$ cat config.mk
export PLATFORM = sky130hd
export DESIGN_NAME = pssh_system_header_extractor
export DESIGN_NICKNAME = d
export VERILOG_FILES = /design/src/sv/pssh_ext_pkg.sv /design/src/sv/pssh_ext_parser.sv /design/src/sv/pssh_system_header_extractor.sv
export SDC_FILE = /design/constraint.sdc
export NUM_CORES = 2
export LEC_CHECK = 0
export ABC_CLOCK_PERIOD_IN_PS = 5900
export BUFFER_PORTS_ARGS = -buffer_cell sky130_fd_sc_hd__buf_2
export CAP_MARGIN = 20
export CORE_UTILIZATION = 40
export CTS_BUF_LIST = sky130_fd_sc_hd__clkbuf_4 sky130_fd_sc_hd__clkbuf_8
export DETAILED_ROUTE_END_ITERATION = 16
export SLEW_MARGIN = 0
export SYNTH_ARGS = -nofsm -noshare
export SYNTH_HDL_FRONTEND = slang
export SYNTH_SLANG_ARGS = --single-unit
$ cat constraint.sdc
create_clock -name clk -period 5.9 [get_ports clk]
set_clock_uncertainty 0.1 [all_clocks]
set_input_delay 1.475 -clock clk [delete_from_list [all_inputs] [get_ports clk]]
set_output_delay 1.475 -clock clk [all_outputs]
set_load 0.02 [all_outputs]
$ cat src/sv/pssh_ext_pkg.sv
package pssh_ext_pkg;

  // Parse phases
  localparam logic [3:0] PH_SIZE32   = 4'd0;
  localparam logic [3:0] PH_TYPE     = 4'd1;
  localparam logic [3:0] PH_SIZE64   = 4'd2;
  localparam logic [3:0] PH_VERSION  = 4'd3;
  localparam logic [3:0] PH_FLAGS    = 4'd4;
  localparam logic [3:0] PH_SYSID    = 4'd5;
  localparam logic [3:0] PH_KIDCOUNT = 4'd6;
  localparam logic [3:0] PH_KIDSKIP  = 4'd7;
  localparam logic [3:0] PH_DATALEN  = 4'd8;
  localparam logic [3:0] PH_DATA     = 4'd9;
  localparam logic [3:0] PH_SKIP     = 4'd10;
  localparam logic [3:0] PH_SKIP_END = 4'd11;

  // Final status codes
  localparam logic [1:0] ST_BUSY  = 2'd0;
  localparam logic [1:0] ST_FOUND = 2'd1;
  localparam logic [1:0] ST_NONE  = 2'd2;
  localparam logic [1:0] ST_MALF  = 2'd3;

  localparam logic [31:0] PSSH_TYPE = 32'h7073_7368;

  // Configuration register indexes and reset values
  localparam int unsigned NUM_CFG = 4;
  localparam logic [2:0]  CFG_SYSID_W0 = 3'd0;
  localparam logic [2:0]  CFG_SYSID_W1 = 3'd1;
  localparam logic [2:0]  CFG_SYSID_W2 = 3'd2;
  localparam logic [2:0]  CFG_SYSID_W3 = 3'd3;
  localparam logic [31:0] SYSID_W0_RST = 32'd2584014969;
  localparam logic [31:0] SYSID_W1_RST = 32'd2554348166;
  localparam logic [31:0] SYSID_W2_RST = 32'd2878531163;
  localparam logic [31:0] SYSID_W3_RST = 32'd3767033749;

  typedef struct packed {
    logic [7:0] payload_byte;
    logic       byte_valid;
    logic       done_res;
    logic [1:0] status;
  } result_t;

endpackage

$ cat src/sv/pssh_ext_parser.sv
module pssh_ext_parser (
  input  logic                    clk,
  input  logic                    rst_n,
  input  logic                    step,
  input  logic [7:0]              in_byte,
  input  logic                    in_last,
  input  logic [127:0]            sysid,
  output logic                    res_valid,
  output pssh_ext_pkg::result_t   res
);

  logic [3:0]  phase_r, phase_nxt;
  logic [3:0]  cnt_r, cnt_nxt;
  logic [63:0] acc_r, acc_nxt;
  logic [63:0] size_r, size_nxt;
  logic [63:0] pos_r, pos_nxt;
  logic [63:0] skip_r, skip_nxt;
  logic        ver1_r, ver1_nxt;
  logic        mism_r, mism_nxt;
  logic        fin_r, fin_nxt;

  logic [63:0] pos_new;
  logic [63:0] acc_sh;
  logic [3:0]  cnt_inc;
  logic [63:0] skip_dec;
  logic [63:0] ss_size;
  logic [63:0] ss_diff;
  logic        ss_end;
  logic        take_skip;
  logic        malformed;
  logic        found;
  logic        have_byte;
  logic        done;
  logic [1:0]  st;
  logic [7:0]  want;
  logic        mm;

  assign acc_sh   = {acc_r[55:0], in_byte};
  assign cnt_inc  = cnt_r + 4'd1;
  assign skip_dec = skip_r - 64'd1;
  assign pos_new  = (phase_r == pssh_ext_pkg::PH_SIZE32 && cnt_r == 4'd0) ?
                    64'd1 : pos_r + 64'd1;
  // Byte k of the wanted ID sits at the top end of the flat vector
  assign want     = sysid[{~cnt_r, 3'b000} +: 8];
  assign mm       = mism_r | (want != in_byte);

  // Size used to resume the walk: the 64-bit size arrives with this byte
  assign ss_size = (phase_r == pssh_ext_pkg::PH_SIZE64) ? acc_sh : size_r;
  assign ss_end  = (phase_r != pssh_ext_pkg::PH_SIZE64) && (skip_r == 64'd1) &&
                   (size_r == 64'd0);
  assign ss_diff = ss_size - pos_new;

  always_comb begin
    phase_nxt = phase_r;
    cnt_nxt   = cnt_r;
    acc_nxt   = acc_r;
    size_nxt  = size_r;
    pos_nxt   = pos_new;
    skip_nxt  = skip_r;
    ver1_nxt  = ver1_r;
    mism_nxt  = mism_r;
    fin_nxt   = fin_r;
    take_skip = 1'b0;
    malformed = 1'b0;
    found     = 1'b0;
    have_byte = 1'b0;
    done      = 1'b0;
    st        = pssh_ext_pkg::ST_BUSY;

    unique case (phase_r)
      pssh_ext_pkg::PH_SIZE32: begin
        acc_nxt = acc_sh;
        cnt_nxt = cnt_inc;
        if (cnt_inc == 4'd4) begin
          size_nxt  = {32'd0, acc_sh[31:0]};
          skip_nxt  = {63'd0, acc_sh[31:0] == 32'd0};
          phase_nxt = pssh_ext_pkg::PH_TYPE;
          cnt_nxt   = '0;
          acc_nxt   = '0;
        end
      end
      pssh_ext_pkg::PH_TYPE: begin
        acc_nxt = acc_sh;
        cnt_nxt = cnt_inc;
        if (cnt_inc == 4'd4) begin
          mism_nxt = acc_sh[31:0] != pssh_ext_pkg::PSSH_TYPE;
          cnt_nxt  = '0;
          acc_nxt  = '0;
          if (size_r == 64'd1) begin
            phase_nxt = pssh_ext_pkg::PH_SIZE64;
          end else if (acc_sh[31:0] != pssh_ext_pkg::PSSH_TYPE) begin
            take_skip = 1'b1;
            cnt_nxt   = cnt_inc;
            acc_nxt   = acc_sh;
          end else begin
            phase_nxt = pssh_ext_pkg::PH_VERSION;
          end
        end
      end
      pssh_ext_pkg::PH_SIZE64: begin
        acc_nxt = acc_sh;
        cnt_nxt = cnt_inc;
        if (cnt_inc == 4'd8) begin
          size_nxt = acc_sh;
          skip_nxt = '0;
          if (mism_r) begin
            take_skip = 1'b1;
          end else begin
            phase_nxt = pssh_ext_pkg::PH_VERSION;
            cnt_nxt   = '0;
            acc_nxt   = '0;
          end
        end
      end
      pssh_ext_pkg::PH_VERSION: begin
        ver1_nxt = in_byte == 8'd1;
        if (in_byte > 8'd1) begin
          take_skip = 1'b1;
        end else begin
          phase_nxt = pssh_ext_pkg::PH_FLAGS;
          cnt_nxt   = '0;
          acc_nxt   = '0;
        end
      end
      pssh_ext_pkg::PH_FLAGS: begin
        acc_nxt = acc_sh;
        cnt_nxt = cnt_inc;
        if (cnt_inc == 4'd3) begin
          mism_nxt  = 1'b0;
          phase_nxt = pssh_ext_pkg::PH_SYSID;
          cnt_nxt   = '0;
          acc_nxt   = '0;
        end
      end
      pssh_ext_pkg::PH_SYSID: begin
        mism_nxt = mm;
        if (cnt_r == 4'd15) begin
          if (mm) begin
            take_skip = 1'b1;
          end else begin
            phase_nxt = ver1_r ? pssh_ext_pkg::PH_KIDCOUNT : pssh_ext_pkg::PH_DATALEN;
            cnt_nxt   = '0;
            acc_nxt   = '0;
          end
        end else begin
          cnt_nxt = cnt_inc;
        end
      end
      pssh_ext_pkg::PH_KIDCOUNT: begin
        acc_nxt = acc_sh;
        cnt_nxt = cnt_inc;
        if (cnt_inc == 4'd4) begin
          // Sixteen bytes per key ID, no wrap
          skip_nxt  = {28'd0, acc_sh[31:0], 4'd0};
          phase_nxt = (acc_sh[31:0] == 32'd0) ? pssh_ext_pkg::PH_DATALEN :
                                                pssh_ext_pkg::PH_KIDSKIP;
          cnt_nxt   = '0;
          acc_nxt   = '0;
        end
      end
      pssh_ext_pkg::PH_KIDSKIP: begin
        skip_nxt = skip_dec;
        if (skip_dec == 64'd0) begin
          phase_nxt = pssh_ext_pkg::PH_DATALEN;
          cnt_nxt   = '0;
          acc_nxt   = '0;
        end
      end
      pssh_ext_pkg::PH_DATALEN: begin
        acc_nxt = acc_sh;
        cnt_nxt = cnt_inc;
        if (cnt_inc == 4'd4) begin
          skip_nxt = {32'd0, acc_sh[31:0]};
          if (acc_sh[31:0] == 32'd0) begin
            found = 1'b1;
          end else begin
            phase_nxt = pssh_ext_pkg::PH_DATA;
            cnt_nxt   = '0;
            acc_nxt   = '0;
          end
        end
      end
      pssh_ext_pkg::PH_DATA: begin
        have_byte = 1'b1;
        skip_nxt  = skip_dec;
        if (skip_dec == 64'd0) begin
          found = 1'b1;
        end
      end
      pssh_ext_pkg::PH_SKIP: begin
        skip_nxt = skip_dec;
        if (skip_dec == 64'd0) begin
          phase_nxt = pssh_ext_pkg::PH_SIZE32;
          cnt_nxt   = '0;
          acc_nxt   = '0;
        end
      end
      default: begin
      end
    endcase

    // Resume the walk at the end of the current box
    if (take_skip) begin
      if (ss_end) begin
        phase_nxt = pssh_ext_pkg::PH_SKIP_END;
        cnt_nxt   = '0;
        acc_nxt   = '0;
      end else if (ss_size < pos_new) begin
        malformed = 1'b1;
      end else if (ss_diff == 64'd0) begin
        skip_nxt  = '0;
        phase_nxt = pssh_ext_pkg::PH_SIZE32;
        cnt_nxt   = '0;
        acc_nxt   = '0;
      end else begin
        skip_nxt  = ss_diff;
        phase_nxt = pssh_ext_pkg::PH_SKIP;
        cnt_nxt   = '0;
        acc_nxt   = '0;
      end
    end

    if (malformed || found) begin
      done    = 1'b1;
      st      = malformed ? pssh_ext_pkg::ST_MALF : pssh_ext_pkg::ST_FOUND;
      fin_nxt = 1'b1;
    end else if (in_last) begin
      done = 1'b1;
      st   = ((phase_nxt == pssh_ext_pkg::PH_SIZE32 && cnt_nxt == 4'd0) ||
              phase_nxt == pssh_ext_pkg::PH_SKIP_END) ?
             pssh_ext_pkg::ST_NONE : pssh_ext_pkg::ST_MALF;
    end

    // After the search ends, hold everything until the buffer closes
    if (fin_r) begin
      phase_nxt = phase_r;
      cnt_nxt   = cnt_r;
      acc_nxt   = acc_r;
      size_nxt  = size_r;
      pos_nxt   = pos_r;
      skip_nxt  = skip_r;
      ver1_nxt  = ver1_r;
      mism_nxt  = mism_r;
      have_byte = 1'b0;
      done      = 1'b0;
      st        = pssh_ext_pkg::ST_BUSY;
    end

    // Re-arm on the last byte of the buffer
    if (in_last) begin
      phase_nxt = pssh_ext_pkg::PH_SIZE32;
      cnt_nxt   = '0;
      acc_nxt   = '0;
      size_nxt  = '0;
      pos_nxt   = '0;
      skip_nxt  = '0;
      ver1_nxt  = 1'b0;
      mism_nxt  = 1'b0;
      fin_nxt   = 1'b0;
    end
  end

  assign res_valid        = step & (have_byte | done);
  assign res.payload_byte = have_byte ? in_byte : 8'd0;
  assign res.byte_valid   = have_byte;
  assign res.done_res     = done;
  assign res.status       = st;

  always_ff @(posedge clk) begin
    if (!rst_n) begin
      phase_r <= pssh_ext_pkg::PH_SIZE32;
      cnt_r   <= '0;
      acc_r   <= '0;
      size_r  <= '0;
      pos_r   <= '0;
      skip_r  <= '0;
      ver1_r  <= 1'b0;
      mism_r  <= 1'b0;
      fin_r   <= 1'b0;
    end else if (step) begin
      phase_r <= phase_nxt;
      cnt_r   <= cnt_nxt;
      acc_r   <= acc_nxt;
      size_r  <= size_nxt;
      pos_r   <= pos_nxt;
      skip_r  <= skip_nxt;
      ver1_r  <= ver1_nxt;
      mism_r  <= mism_nxt;
      fin_r   <= fin_nxt;
    end
  end

endmodule

$ cat src/sv/pssh_system_header_extractor.sv
// Channel  Direction  Handshake          Payload
// in_      input      in_valid/in_stall   data_byte[7:0], last_byte
// out_     output     out_valid/out_stall payload_byte[7:0], byte_valid, done_res,
//                                         status[1:0]
// cfg_     input      cfg_wr_en           cfg_index[2:0], cfg_data[31:0]
//
// One byte per cycle sustained while the output is not stalled; a byte's result
// reaches the result register through the input register, then the parse step.
// The parse step is one pass of the header walker over the registered byte.
// Reset is synchronous and active low; it restores the default system ID.
// A stalled result holds the parse step; the input register still takes
// one more transaction while the result waits.
module pssh_system_header_extractor (
  input  logic        clk,
  input  logic        rst_n,
  input  logic        in_valid,
  output logic        in_stall,
  input  logic [7:0]  in_data_byte,
  input  logic        in_last_byte,
  output logic        out_valid,
  input  logic        out_stall,
  output logic [7:0]  out_payload_byte,
  output logic        out_byte_valid,
  output logic        out_done_res,
  output logic [1:0]  out_status,
  input  logic        cfg_wr_en,
  input  logic [2:0]  cfg_index,
  input  logic [31:0] cfg_data
);

  // Wanted system ID, word 0 first
  logic [31:0] sysid_w0_r, sysid_w1_r, sysid_w2_r, sysid_w3_r;

  // Input register
  logic       in_valid_r;
  logic [7:0] in_byte_r;
  logic       in_last_r;

  // Result register
  logic                  out_valid_r;
  pssh_ext_pkg::result_t out_res_r;

  logic                  out_free;
  logic                  consume;
  logic                  accept;
  logic                  res_valid;
  pssh_ext_pkg::result_t res;

  // The result register frees when empty or when its transaction completes
  assign out_free = !out_valid_r || !out_stall;
  assign consume  = in_valid_r && out_free;
  assign in_stall = in_valid_r && !out_free;
  assign accept   = in_valid && !in_stall;

  // Configuration writes; indexes beyond the list are dropped
  always_ff @(posedge clk) begin
    if (!rst_n) begin
      sysid_w0_r <= pssh_ext_pkg::SYSID_W0_RST;
      sysid_w1_r <= pssh_ext_pkg::SYSID_W1_RST;
      sysid_w2_r <= pssh_ext_pkg::SYSID_W2_RST;
      sysid_w3_r <= pssh_ext_pkg::SYSID_W3_RST;
    end else if (cfg_wr_en) begin
      unique case (cfg_index)
        pssh_ext_pkg::CFG_SYSID_W0: sysid_w0_r <= cfg_data;
        pssh_ext_pkg::CFG_SYSID_W1: sysid_w1_r <= cfg_data;
        pssh_ext_pkg::CFG_SYSID_W2: sysid_w2_r <= cfg_data;
        pssh_ext_pkg::CFG_SYSID_W3: sysid_w3_r <= cfg_data;
        default: begin
        end
      endcase
    end
  end

  // Input register: load on a transaction, empty once the parser takes it
  always_ff @(posedge clk) begin
    if (!rst_n) begin
      in_valid_r <= 1'b0;
    end else if (accept) begin
      in_valid_r <= 1'b1;
    end else if (consume) begin
      in_valid_r <= 1'b0;
    end
  end

  always_ff @(posedge clk) begin
    if (accept) begin
      in_byte_r <= in_data_byte;
      in_last_r <= in_last_byte;
    end
  end

  pssh_ext_parser u_parser (
    .clk       (clk),
    .rst_n     (rst_n),
    .step      (consume),
    .in_byte   (in_byte_r),
    .in_last   (in_last_r),
    .sysid     ({sysid_w0_r, sysid_w1_r, sysid_w2_r, sysid_w3_r}),
    .res_valid (res_valid),
    .res       (res)
  );

  // Result register: advance whenever it is free
  always_ff @(posedge clk) begin
    if (!rst_n) begin
      out_valid_r <= 1'b0;
    end else if (out_free) begin
      out_valid_r <= res_valid;
    end
  end

  always_ff @(posedge clk) begin
    if (out_free && res_valid) begin
      out_res_r <= res;
    end
  end

  assign out_valid        = out_valid_r;
  assign out_payload_byte = out_res_r.payload_byte;
  assign out_byte_valid   = out_res_r.byte_valid;
  assign out_done_res     = out_res_r.done_res;
  assign out_status       = out_res_r.status;

endmodule
* Word-level counts from Yosys, hierarchy flattened
Index checks and enable logic that the tools add are counted.
** Storage, ports and cells
- Flip-flop bits (word level) :: 418
- Latch bits :: 0
- RAM bits :: 0
- Bits in read-only memories :: 0
- Bits of input ports :: 49
- Logic and storage cells :: 221
- Memories kept :: 0
** Cells by class
- Add/sub/neg operators :: 4
- Multiply operators :: 0
- Divide/modulo/power cells :: 0
- Magnitude comparators :: 2
- Eq/ne operators :: 29
- Shift operators :: 1
- Mux-type cells :: 119
- Bitwise gates (word level) :: 4
- Reduce and logical (&&, ||, !) cells :: 41
** Operators by type and width (number)
- 64-bit two-way mux :: 36
- 64-bit case mux with 8 select lines :: 1
- 64-bit case mux with 5 select lines :: 1
- 64-bit logical NOT :: 3
- 4-bit two-way mux :: 41
- 64-bit by 1-bit == test with 1-bit output (second input constant) :: 2
- 64-bit case mux with 2 select lines :: 1
- 128-bit by 8-bit variable part select with 8-bit output :: 1
- 64-bit by 1-bit adder with 64-bit output (second input constant) :: 1
- 64-bit < comparator :: 1
- 64-bit by 1-bit subtractor with 64-bit output (second input constant) :: 1
- 64-bit subtractor :: 1
- 4-bit case mux with 10 select lines :: 1
- 32-bit logical NOT :: 1
- 32-bit by 31-bit inequality test with 1-bit output (second input constant) :: 1
- 4-bit case mux with 8 select lines :: 1
- 1-bit two-way mux :: 31
- 4-bit == test (second input constant) :: 6
- 4-bit by 3-bit == test with 1-bit output (second input constant) :: 5
- 4-bit logical NOT :: 4
- 4-bit by 2-bit == test with 1-bit output (second input constant) :: 3
- 2-bit AND reduction :: 6
- 5-bit AND reduction :: 2
- 8-bit by 1-bit == test with 1-bit output (second input constant) :: 1
- 27 further kinds :: 48

* Logic depth before layout (Yosys ltp)
- Depth in word-level cells :: 16
- Depth in mapped cells :: 27

* By module
From an unflattened synthesis, not the netlist that was laid out.
** Second synthesis, totals
- Cell total of the unflattened synthesis :: 3621
- Area, all modules :: 27944.3 sq um
** By module, submodules not included
- pssh_ext_parser :: times used 1, cells an instance 3105, area each 22202.5 sq um, sequential area each 5185.0 sq um
- pssh_system_header_extractor :: times used 1, cells an instance 516, area each 5741.8 sq um, sequential area each 3233.1 sq um

* Least setup slack after synthesis
OpenSTA, ideal clock, no wires.
- Path kind :: register -> register
- Start point :: reg u_parser.pos_r[4]
- End point :: reg out_res_r, in the netlist out_byte_valid, enable pin
- Setup time :: 380 ps
- Arrival time :: 5542 ps
- Required time :: 5420 ps
- Slack :: -122 ps
- Stages on the path, launching flop included :: 26
- Path buffers :: 2
- Clock period less this slack :: 6022 ps
- Path through :: dfxtp_1 nand4_1 nor2_1 nand3_1 or3_1 clkbuf_1 or4_1 nor4_1 nand2b_1 nand2b_1 xnor2_1 nand2_1 ha_1 clkbuf_1 nand2_1 o21ai_0 or2_2 or3_1 a221oi_1 o21a_1 nand2_1 nor2_1 a21oi_1 a21oi_2 nor2_1 nor2_1
** Between the ends
- Cells in the longest elaborated chain, start to end :: 12
** RTL lines
- from (decl) :: RTL line pssh_ext_parser.sv:16 : logic [63:0] pos_r, pos_nxt;
- from (signal assigned) :: RTL line pssh_ext_parser.sv:285 : pos_r <= pos_nxt;
- 64-bit by 1-bit adder with 64-bit output :: RTL line pssh_ext_parser.sv:42 : 64'd1 : pos_r + 64'd1;
- 64-bit two-way mux :: RTL line pssh_ext_parser.sv:41 : assign pos_new = (phase_r == pssh_ext_pkg::PH_SIZE32 && cnt_r == 4'd0) ?
- 64-bit < comparator :: RTL line pssh_ext_parser.sv:208 : end else if (ss_size < pos_new) begin
- 1-bit two-way mux :: RTL line pssh_ext_parser.sv:208
- 1-bit two-way mux :: RTL line pssh_ext_parser.sv:204 : if (ss_end) begin
- 1-bit two-way mux :: RTL line pssh_ext_parser.sv:203 : if (take_skip) begin
- 1-bit logical OR :: RTL line pssh_ext_parser.sv:223 : if (malformed || found) begin
- 1-bit two-way mux :: RTL line pssh_ext_parser.sv:223
- 1-bit two-way mux :: RTL line pssh_ext_parser.sv:235 : if (fin_r) begin
- via u_parser.done :: RTL line pssh_ext_parser.sv:33 : logic done;
- 1-bit bitwise OR :: RTL line pssh_ext_parser.sv:263 : assign res_valid = step & (have_byte | done);
- 1-bit bitwise AND :: RTL line pssh_ext_parser.sv:263
- 1-bit logical AND :: RTL line pssh_system_header_extractor.sv:113 : if (out_free && res_valid) begin
- to (signal assigned) :: RTL line pssh_system_header_extractor.sv:114 : out_res_r <= res;
- to (decl) :: RTL line pssh_system_header_extractor.sv:41 : pssh_ext_pkg::result_t out_res_r;
The timed path passes the listed nets, and every way through them passes these cells.
A chain may end at the register's enable or synchronous reset.

* Final worst setup path
- Start point :: reg u_parser.pos_r[0]
- End point :: reg out_res_r, in the netlist out_status[0], data pin
** Between the ends
- Cells in the longest elaborated chain, start to end :: 14
** RTL lines
- 64-bit by 1-bit adder with 64-bit output * :: RTL line pssh_ext_parser.sv:42
- 64-bit two-way mux * :: RTL line pssh_ext_parser.sv:41
- 64-bit subtractor :: RTL line pssh_ext_parser.sv:51 : assign ss_diff = ss_size - pos_new;
- 64-bit logical NOT :: RTL line pssh_ext_parser.sv:210 : end else if (ss_diff == 64'd0) begin
- 4-bit two-way mux :: RTL line pssh_ext_parser.sv:210
- 4-bit two-way mux :: RTL line pssh_ext_parser.sv:208
- 4-bit two-way mux :: RTL line pssh_ext_parser.sv:204
- 4-bit two-way mux :: RTL line pssh_ext_parser.sv:203
- 4-bit logical NOT :: RTL line pssh_ext_parser.sv:229 : st = ((phase_nxt == pssh_ext_pkg::PH_SIZE32 && cnt_nxt == 4'd0) ||
- 1-bit logical AND :: RTL line pssh_ext_parser.sv:229
- 1-bit logical OR :: RTL line pssh_ext_parser.sv:229
- 1-bit two-way mux :: RTL line pssh_ext_parser.sv:230 : phase_nxt == pssh_ext_pkg::PH_SKIP_END) ?
- 2-bit two-way mux :: RTL line pssh_ext_parser.sv:227 : end else if (in_last) begin
- 2-bit two-way mux * :: RTL line pssh_ext_parser.sv:223
Mark *: on every way between the ends. The rest lies on a longest branch, timed or not.

==> flow_metrics.py <==
metrics = {
    "synth": {
        "synth_top_area_share": 0.277,
        "dominantRegCellSynth": "dfxtp_1",
        "synth-edff-count": 21,
        "yosysWarnings": 0,
        "synthTopCellsByArea": "dfxtp_1 28%, nand2_1 7.0%, nor2b_1 5.3%, a22oi_1 3.8%, mux2_2 3.2%",
        "synth_top_area_cell": "dfxtp_1",
        "ys_seq_area_frac": 0.299,
        "ys_seq_elements": 410,
        "syn_nets": 3726,
        "netlist_instances": 3605,
        "synth_cell_type_count": 103,
        "ys_async_sr_fraction": 0,
        "avgSynthCellArea_um2": 7.81,
        "syn_area_um2": 28100,
    },
    "worst_setup_path": {
        "crit_required_ns": 6.35,
        "rrSetupSlack_ns": 0.20,
        "cp-start-kind": "register",
        "path_class": "reg -> reg",
        "crit_arrival_ns": 6.15,
        "endpoint_kind": "register",
        "crit_fanout": 5,
        "reg2regPathDepth": 24,
        "timing.rr.end": "out_status[0]",
        "reg2reg_from": "u_parser.pos_r[0]",
    },
    "placed_design": {
        "dp.final_hpwl_mm": 76.7,
        "pre_cts_slack_ns": -0.491,
        "port_buffers": 62,
        "gp_congestion": 1.00,
        "dp_cells": 4669,
    },
    "clocking": {
        "cts.sinks": 410,
        "clock_path_buffers": 3,
        "clk_pin_slew_ns": 0.06,
        "cts_buffers": 77,
        "clk-insertion-delay-late_ns": 0.72,
        "htreeDepth": 3,
        "cts_root_buf": "clkbuf_8",
        "cts.hold.buffers_added": 0,
        "tritoncts": "built",
    },
    "die": {
        "die_area_um2": 71400,
        "io_pins": 63,
        "core_area_um2": 69100,
        "die_y_um": 267,
        "initial_core_util": 0.408,
        "rows": 96,
        "fp.dieW_um": 267,
    },
    "sta": {
        "hold_viol": 0,
        "max-slew-margin-rel": 0.190,
        "tns_ns": 0,
        "fin_ws_ns": 0.197,
        "drv_slew": 0,
        "setup_violations": 0,
        "period_share": 0.967,
        "tightest_slew_ns": 1.18,
        "min_period_ns": 5.70,
        "max_freq_mhz": 175,
        "rsz0062_at_grt": "true",
        "hold-worst-slack_ns": 0.359,
    },
    "global_route": {
        "grt_pass1_wl_mm": 161,
        "grt_pass1_vias": 26500,
        "grt_max_degree": 159,
        "grt_overflow": 0,
        "grt_use_total": 0.288,
        "antenna_found_initial": 3,
    },
    "layout": {
        "utilization": 0.488,
        "final_cells": 4818,
        "area_growth_pct": 19.8,
        "final_layout_size_suffix_gt1_frac": 0.212,
        "nets": 3947,
    },
    "hold_path": {
        "hp-class": "reg -> reg",
        "holdPathStages": 2,
        "min_to": "sysid_w3_r[0]",
        "hp-start": "sysid_w3_r[0]",
    },
    "power_and_ir_drop": {
        "powerDensity_nw_per_um2": 192,
        "p_leak_uw": 0.0134,
        "vdd_ir_drop_max_v": 0.000227,
    },
    "status": {
        "status": "complete, no violations",
    },
    "route": {
        "drt_iter0_drc": 2973,
        "viasPerCell": 6.04,
        "drt-wirelength-per-cell_um": 22.1,
        "routed-via-count": 29100,
        "post-route-drc-count": 0,
        "drt-pass1-iter-count": 8,
        "ant_nets": 0,
        "routed_wl_mm": 106,
    },
    "run": {
        "drv_cap": 0,
    },
}
timing repair:
| item | CTS | global route |
|---|---|---|
| buffers inserted | 1 | 6 |
| gates resized for setup | 20 | 81 |
| pin swaps | 7 | 34 |
| endpoints found under the setup margin | 96 | 137 |
| cloned | 0 | 1 |
power breakdown:
group | internal [uW] | switching (uW)
combinational | 133 | 243
sequential | 2830 | 20.3
clock | 1860 | 1400
how the worst max path moves through the flow:
stage	startpoint	end	slack, ns	cells after the start
2_1_floorplan	u_parser.pos_r[4]	out_byte_valid	0.07	25
3_3_place_gp	u_parser.pos_r[0]	out_status[0]	-0.46	26
3_5_place_dp	u_parser.pos_r[0]	out_status[0]	-0.49	28
4_1_cts	u_parser.pos_r[0]	out_status[0]	0.02	25
5_1_grt	u_parser.pos_r[4]	u_parser.acc_r[52]	-0.06	26
6_report	u_parser.pos_r[0]	out_status[0]	0.20	24
kinds of logic (layout without fill, tap and decap cells):
logic type,count (synthesis),count (layout),synth area share
other,0,4,0
XOR/XNOR,141,141,0.0439
multiplexers,133,133,0.0580
adder cells (fa/ha/maj),72,72,0.0323
AND/OR/NAND/NOR,1522,1522,0.274
buffers and inverters,342,620,0.0483
flip-flops,410,410,0.299
AO/OA/AOI/OAI,985,985,0.244
through the flow:
step / total power, uW / area [um^2]
finish: 6480 / 33700
global route: 6670 / 33700
CTS: 6520 / 33300
detailed placement: 3270 / 31400
global placement: 3270 / 31400
floorplan: 3120 / 28100
cell usage in the layout (no fill, tap or decap), drive strengths merged, types with 65 or more instances in the layout:
cell / instances
a22oi: 141
nand3: 142
buf: 439
dfxtp: 389
a21oi: 161
mux2: 81
nor3: 98
xnor2: 76
clkbuf: 113
nor4: 66
o21ai: 181
nand2: 529
xor2: 65
a21boi: 106
nor2b: 238
ha: 71
nor2: 187
nand4: 80
registers in the layout (all words and copies together), names as in the netlist, 8 cells and up:
register	flops
in_byte_r	8
out_payload_byte	8
sysid_w0_r	32
sysid_w1_r	32
sysid_w2_r	32
sysid_w3_r	32
u_parser.acc_r	56
u_parser.pos_r	64
u_parser.size_r	64
u_parser.skip_r	64
cell usage after synthesis, drive strengths merged (18+ instances only):
| cell type | count |
|---|---|
| mux2i | 36 |
| nor3 | 98 |
| a221o | 34 |
| o211ai | 29 |
| ha | 71 |
| nor2b | 238 |
| nor2 | 187 |
| xnor2 | 76 |
| a2bb2oi | 52 |
| a31oi | 19 |
| nor4 | 66 |
| o21a | 27 |
| a22oi | 141 |
| mux2 | 81 |
| a32oi | 23 |
| a21oi | 161 |
| inv | 42 |
| and2 | 27 |
| o21ai | 181 |
| a21boi | 106 |
| buf | 56 |
| a221oi | 23 |
| nand4 | 80 |
| o22ai | 18 |
| or2 | 22 |
| edfxtp | 21 |
| and3 | 18 |
| a211oi | 31 |
| nand2 | 529 |
| a21o | 26 |
| dfxtp | 389 |
| nand3 | 142 |
| xor2 | 65 |
| clkbuf | 242 |
| or4 | 21 |
| or3 | 35 |
critical path, stage by stage, from the launching register on:
cell	delay, ns
dfxtp_2	0.33
ha_2	0.18
and3_4	0.19
nand3_2	0.10
or3_4	0.37
buf_4	0.17
or3_1	0.39
nor2_2	0.12
nand3_1	0.10
xor2_1	0.15
or2_2	0.34
ha_4	0.28
nand2_1	0.09
o21a_1	0.18
o21ai_0	0.13
a221o_2	0.47
or4_1	0.55
a221oi_2	0.36
a21o_1	0.12
a2111oi_0	0.06
and4_1	0.22
nand4_1	0.11
buf_6	0.14
o21ai_2	0.06
a211oi_2	0.24
per-layer routing:
metal	vias up	routed length, um	global-route usage
met2	1297	46900	0.442
met1	13900	47200	0.404
met5	-	0	0
met3	213	8310	0.0416
met4	0	3900	0.113
li1	13700	-	-
area by class of cell:
| class | count | area (um^2) |
|---|---|---|
| antenna | 4 | 10.0 |
| clock inverter | 24 | 347 |
| multi-input combinational | 2853 | 18900 |
| timing repair buffer | 440 | 3290 |
| fill | 6730 | 35400 |
| sequential | 410 | 8430 |
| clock buffer | 112 | 1440 |
| tap | 931 | 1160 |
| inverter | 44 | 165 |
Note: power is estimated with default switching activity, not from simulation.
